`src/hw/rtl/pntt_pkg.sv`:
```
// ---------------------------------------------------------------------------
// pntt_pkg
// Shared constants and types for the PWM period/duty to timer tick converter.
// ---------------------------------------------------------------------------
package pntt_pkg;

  localparam int unsigned DIVIDEND_W = 64;
  localparam int unsigned DIVISOR_W  = 32;
  localparam int unsigned TAG_W      = 72;

  localparam logic [31:0] NS_PER_SECOND = 32'd1000000000;
  localparam logic [31:0] FAST_CLOCK_HZ = 32'd168000000;
  localparam logic [31:0] SLOW_CLOCK_HZ = 32'd84000000;

  localparam logic [1:0] ST_OK         = 2'd0;
  localparam logic [1:0] ST_BAD_PERIOD = 2'd1;
  localparam logic [1:0] ST_BAD_TIMER  = 2'd2;

  localparam logic [0:0] CFG_TIMER_SELECT = 1'd0;
  localparam logic [0:0] CFG_PRESCALER    = 1'd1;

  typedef struct packed {
    logic [1:0] status;
    logic       start;
    logic       high;
  } meta_t;

  typedef struct packed {
    logic [31:0] a;
    logic [31:0] b;
    meta_t       meta;
    logic [3:0]  pad;
  } tag_t;

endpackage

```
`src/hw/rtl/pntt_mul.sv`:
```
// ---------------------------------------------------------------------------
// pntt_mul
// Registered 32x32 multiplier stage with side tag.
// ---------------------------------------------------------------------------
module pntt_mul (
  input  logic                        clk,
  input  logic                        rst_n,
  input  logic                        in_valid,
  output logic                        in_ready,
  input  logic [31:0]                 in_a,
  input  logic [31:0]                 in_b,
  input  logic [pntt_pkg::TAG_W-1:0]  in_tag,
  output logic                        out_valid,
  input  logic                        out_ready,
  output logic [63:0]                 out_product,
  output logic [pntt_pkg::TAG_W-1:0]  out_tag
);
  import pntt_pkg::*;

  logic              v_r;
  logic [63:0]       p_r;
  logic [TAG_W-1:0]  tag_r;

  assign in_ready = !v_r || out_ready;

  always_ff @(posedge clk) begin
    if (!rst_n) begin
      v_r <= 1'b0;
    end else if (in_ready) begin
      v_r <= in_valid;
    end
    if (in_ready) begin
      p_r   <= {32'd0, in_a} * {32'd0, in_b};
      tag_r <= in_tag;
    end
  end

  assign out_valid   = v_r;
  assign out_product = p_r;
  assign out_tag     = tag_r;

endmodule

```
`config.mk`:
```
export PLATFORM = sky130hd
export DESIGN_NAME = pntt_mul
export DESIGN_NICKNAME = d
export VERILOG_FILES = /design/src/hw/rtl/pntt_pkg.sv /design/src/hw/rtl/pntt_mul.sv
export SDC_FILE = /design/constraint.sdc
export NUM_CORES = 2
export LEC_CHECK = 0
export ABC_AREA = 0
export BUFFER_PORTS_ARGS = -buffer_cell sky130_fd_sc_hd__buf_2
export CAP_MARGIN = 20
export CORE_MARGIN = 2
export CORE_UTILIZATION = 45
export CTS_CLUSTER_SIZE = 14
export DETAILED_ROUTE_END_ITERATION = 8
export GPL_TIMING_DRIVEN = 0
export PLACE_DENSITY = 0.68
export SLEW_MARGIN = 0
export SYNTH_ARGS = -nofsm -noshare
export SYNTH_HDL_FRONTEND = slang
export SYNTH_SLANG_ARGS = --single-unit
```
`constraint.sdc`:
```
create_clock -name clk -period 11.95 [get_ports clk]
set_input_delay 0.5975 -clock clk [delete_from_list [all_inputs] [get_ports clk]]
set_output_delay 0.5975 -clock clk [all_outputs]
set_load 0.02 [all_outputs]
```
After elaboration in Yosys (flattened, before gate mapping). Cells that the tools add are included.

Input port bits: 140. Bits in registers: 137. Word-level logic and storage cells: 6.

Reduce and logical (&&, ||, !) cells: 2. Multiply operators: 1.

Operator list (count): 32-bit by 32-bit multiplier with 64-bit output (1); 1-bit logical NOT (1); 1-bit logical OR (1).

Depth between registers and ports, before layout.
Depth after elaboration: 2. Depth in mapped cells: 29. Depth with buffers taken out: 28.

Least setup slack after synthesis. OpenSTA, ideal clock, no wires.

Path type: input to register. Start: in in_b[9]. End: reg p_r[60], in the netlist out_product[60] (data pin). Stages on the path: 27. Arrival time: 7.382 ns. Data required time: 11.690 ns. Slack: 4.308 ns. Path through: clkbuf_1 nand2_1 fa_1 inv_1 fa_1 inv_1 fa_1 inv_1 fa_1 fa_1 fa_1 fa_1 inv_1 fa_1 inv_1 ha_1 clkbuf_1 a21o_1 a21oi_1 o221ai_1 a41o_1 a22o_1 o21a_1 a221oi_4 o21ai_2 a221oi_2 xnor2_1.

Word-level cells in the longest chain between the ends: 1.

RTL lines: start, declared (RTL line pntt_mul.sv:11) `input logic [31:0] in_b,`; 32-bit by 32-bit multiplier with 64-bit output (RTL line pntt_mul.sv:33) `p_r <= {32'd0, in_a} * {32'd0, in_b};`; end signal, assigned (RTL line pntt_mul.sv:33); end, declared (RTL line pntt_mul.sv:21) `logic [63:0] p_r;`.

Every way passes these cells. A chain may end at the register's enable or synchronous reset.

Final worst setup path.
Start: in in_a[22]. End: reg p_r[62], in the netlist out_product[62] (data pin).

Word-level cells in the longest chain between the ends: 1.

RTL lines: start, declared (RTL line pntt_mul.sv:10) `input logic [31:0] in_a,`; 32-bit by 32-bit multiplier with 64-bit output (RTL line pntt_mul.sv:33).

Every way passes these cells.

==> metrics.txt <==
Setup TNS 0 ns; Clock transition at path regs about 0.070 ns; synthesis-stage register bit count about 140; Worst Tran Pin Value between 1 and 1.5 ns; routability congestion estimate 1.03; Hold Fails Final Rpt 0; Final min period 9.08 ns; WL met2 around 59 mm; Max Cap Violations 0; Synth Cell Area 37300 um^2; hold crit path type input pin to register; clk sink count roughly 140; Via density between 5 and 6; Arr. time, crit path 9.33 ns; clock latency at the later pin of the worst-skew pair 0.43 ns; initial antenna violation count 15; Max Used Layer met5; final setup violating endpoints 0; Synth Flop Type edfxtp_1; first-pass GRT wire length 192 mm; Max Root-Sink Buffers 2; H-tree depth 4; R2R depth 2; fmax roughly 110 MHz; Worst Setup End Kind register; share of flip-flops with an asynchronous set or reset 0; top-area cell type share of the netlist area 0.481; drt first pass iters 5; CTS tree yes; Hold Crit Endpoint out_tag[5]$_DFFE_PP_; reg2reg end out_product[16]$_DFFE_PP_; drt drc 0; Die Area 85300 um^2; launching point of the worst reg2reg path out_valid$_SDFFE_PN0P_; Routed Wire Length between 100 and 150 mm; DP HPWL roughly 110 mm; syn_nets a little over 5000; post-synthesis average cell area between 9 and 10 um^2; Startpoint Class input pin; area leader, netlist fa_1; DR vias 28500; EDFF count, synth 136; Clock Skews roughly 0.011 ns; WP data required roughly 12 ns; drt wl/cell about 25 um; gr usage total 0.313; DIE HEIGHT around 290 um; Final period util 0.760; Root Buffer clkbuf_16; library cells used by synthesis 57; worst-path fanout max 11; post-CTS resize count 0; Area Overhead vs Synth 9.04%; Port-buffer cells between 200 and 300; DRT iter0 DRCs around 2500; count of hold-fix buffers inserted at cts 0; largest net degree at the start of global routing a little over 70; FP Rows around 110; grt ovf 0; outcome complete, no violations; hold path start in_tag[5]; Post-DRT Antenna Nets 0; yosys warns 0; post-CTS setup buffers 0; Ports 278; hold depth 1; Cells after Synth between 3000 and 4000; vias in the first global route roughly 30000; largest cells by area after synthesis fa_1 48%, edfxtp_1 11%, and2_1 10%; fillers around 7900; Max Slew Vio Count 0; met3 wire length about 13 mm; DRT met1 WL around 46 mm; RSZ-0062 raised after global routing false; Seq/Total Area, Yosys 0.110; # nets final approximately 5400; TritonCTS Buffers 17; Die W around 290 um; Setup CP Type input pin to register; core area around 82000 um^2; setup slack, reg-to-reg between 10 and 15 ns; relative slew slack 0.111; initial core utilization 0.455; layout cells sized above 1 0.0797
through the flow:
| step | instance area, um^2 | hold slack [ns] | setup slack [ns] | instances | utilization |
|---|---|---|---|---|---|
| floorplan | 37300 | 0.696 | 4.31 | 3806 | - |
| global placement | 40000 | 0.774 | 2.74 | 5153 | 0.488 |
| detailed placement | 40100 | 0.776 | 2.70 | 5154 | 0.488 |
| CTS | 40700 | 0.316 | 3.15 | 5186 | 0.495 |
| global route | 40700 | 0.309 | 2.68 | 5187 | 0.495 |
| finish | 40700 | 0.338 | 2.87 | 5198 | 0.496 |
worst max-delay path, stage by stage:
cell	delay [ns]
buf_2	0.21
clkbuf_1	0.80
nand2_1	0.22
fa_1	0.58
inv_1	0.05
fa_1	0.48
inv_1	0.06
fa_1	0.53
inv_1	0.08
fa_1	0.54
fa_1	0.61
fa_1	0.44
fa_1	0.50
inv_1	0.05
fa_1	0.47
inv_1	0.04
ha_1	0.26
clkbuf_1	0.27
nand2_1	0.14
nor3_1	0.63
a31oi_1	0.38
o21ai_2	0.32
a21oi_1	0.23
o31a_1	0.37
o2111a_1	0.27
a211oi_1	0.19
sequential cells by signal, indices dropped and copies added (netlist names):
| register | cells |
|---|---|
| out_tag | 72 |
| out_valid | 1 |
| out_product | 64 |
layer usage:
metal,track usage,up-vias
li1,-,11800
met3,0.0732,498
met2,0.490,1691
met5,0,-
met1,0.382,14500
met4,0.222,6
cell type report:
class | instances | area, um^2 | area share
antenna | 12 | 30.0 | 0.000738
buffer | 216 | 815 | 0.0200
clock buffer | 17 | 425 | 0.0105
clock inverter | 15 | 158 | 0.00387
inverter | 866 | 3250 | 0.0799
multi-input combinational | 2587 | 29200 | 0.717
sequential | 137 | 4100 | 0.101
tap | 1070 | 1340 | 0.0329
timing repair buffer | 278 | 1410 | 0.0347
cells in the mapped netlist, drive strengths merged, types with 11 or more instances:
library cell,number
nor2,28
xnor2,41
o21bai,11
nand2,465
o21ai,41
nand4,20
a21oi,68
a31oi,12
inv,866
xor2,21
clkbuf,212
edfxtp,136
and2,602
a21o,33
fa,896
nand3,13
ha,263
kinds of logic after synthesis:
kind of cell	after synthesis	synth area share
XOR/XNOR	62	0.0145
flip-flops	137	0.110
buffers and inverters	1082	0.109
multiplexers	1	0.000268
AND/OR/NAND/NOR	1157	0.161
adder cells (fa/ha/maj)	1159	0.569
AO/OA/AOI/OAI	208	0.0367
how the worst max path moves through the flow:
stage | startpoint | endpoint | slack, ns | cells after the start
floorplan | in_b[9] | out_product[60]$_DFFE_PP_ | 4.31 | 27
global placement | in_a[16] | out_product[62]$_DFFE_PP_ | 2.74 | 27
detailed placement | in_a[16] | out_product[58]$_DFFE_PP_ | 2.70 | 25
CTS | in_a[16] | out_product[58]$_DFFE_PP_ | 3.15 | 25
global route | in_a[22] | out_product[62]$_DFFE_PP_ | 2.68 | 26
finish | in_a[22] | out_product[62]$_DFFE_PP_ | 2.87 | 26
cells in the final DEF (no fill, tap or decap), types with 4 or more instances in the layout:
cell type,n
and3_1,5
nor3_1,6
diode_2,12
o21ai_1,4
nand3_1,12
clkbuf_1,212
a31oi_1,12
edfxtp_1,136
nor2_1,28
a21o_1,33
nand2_1,465
o31ai_1,4
a21oi_1,67
buf_2,280
nor2b_1,5
ha_1,263
o21ai_0,34
xor2_1,21
inv_6,5
fa_1,896
clkbuf_16,17
nand4_1,20
inv_1,866
a211oi_1,9
and2_1,602
clkinvlp_4,6
xnor2_1,41
o21bai_1,11
Power is not shown: default switching activity piles up to over one toggle a cycle in this logic, so the estimate is an artifact.
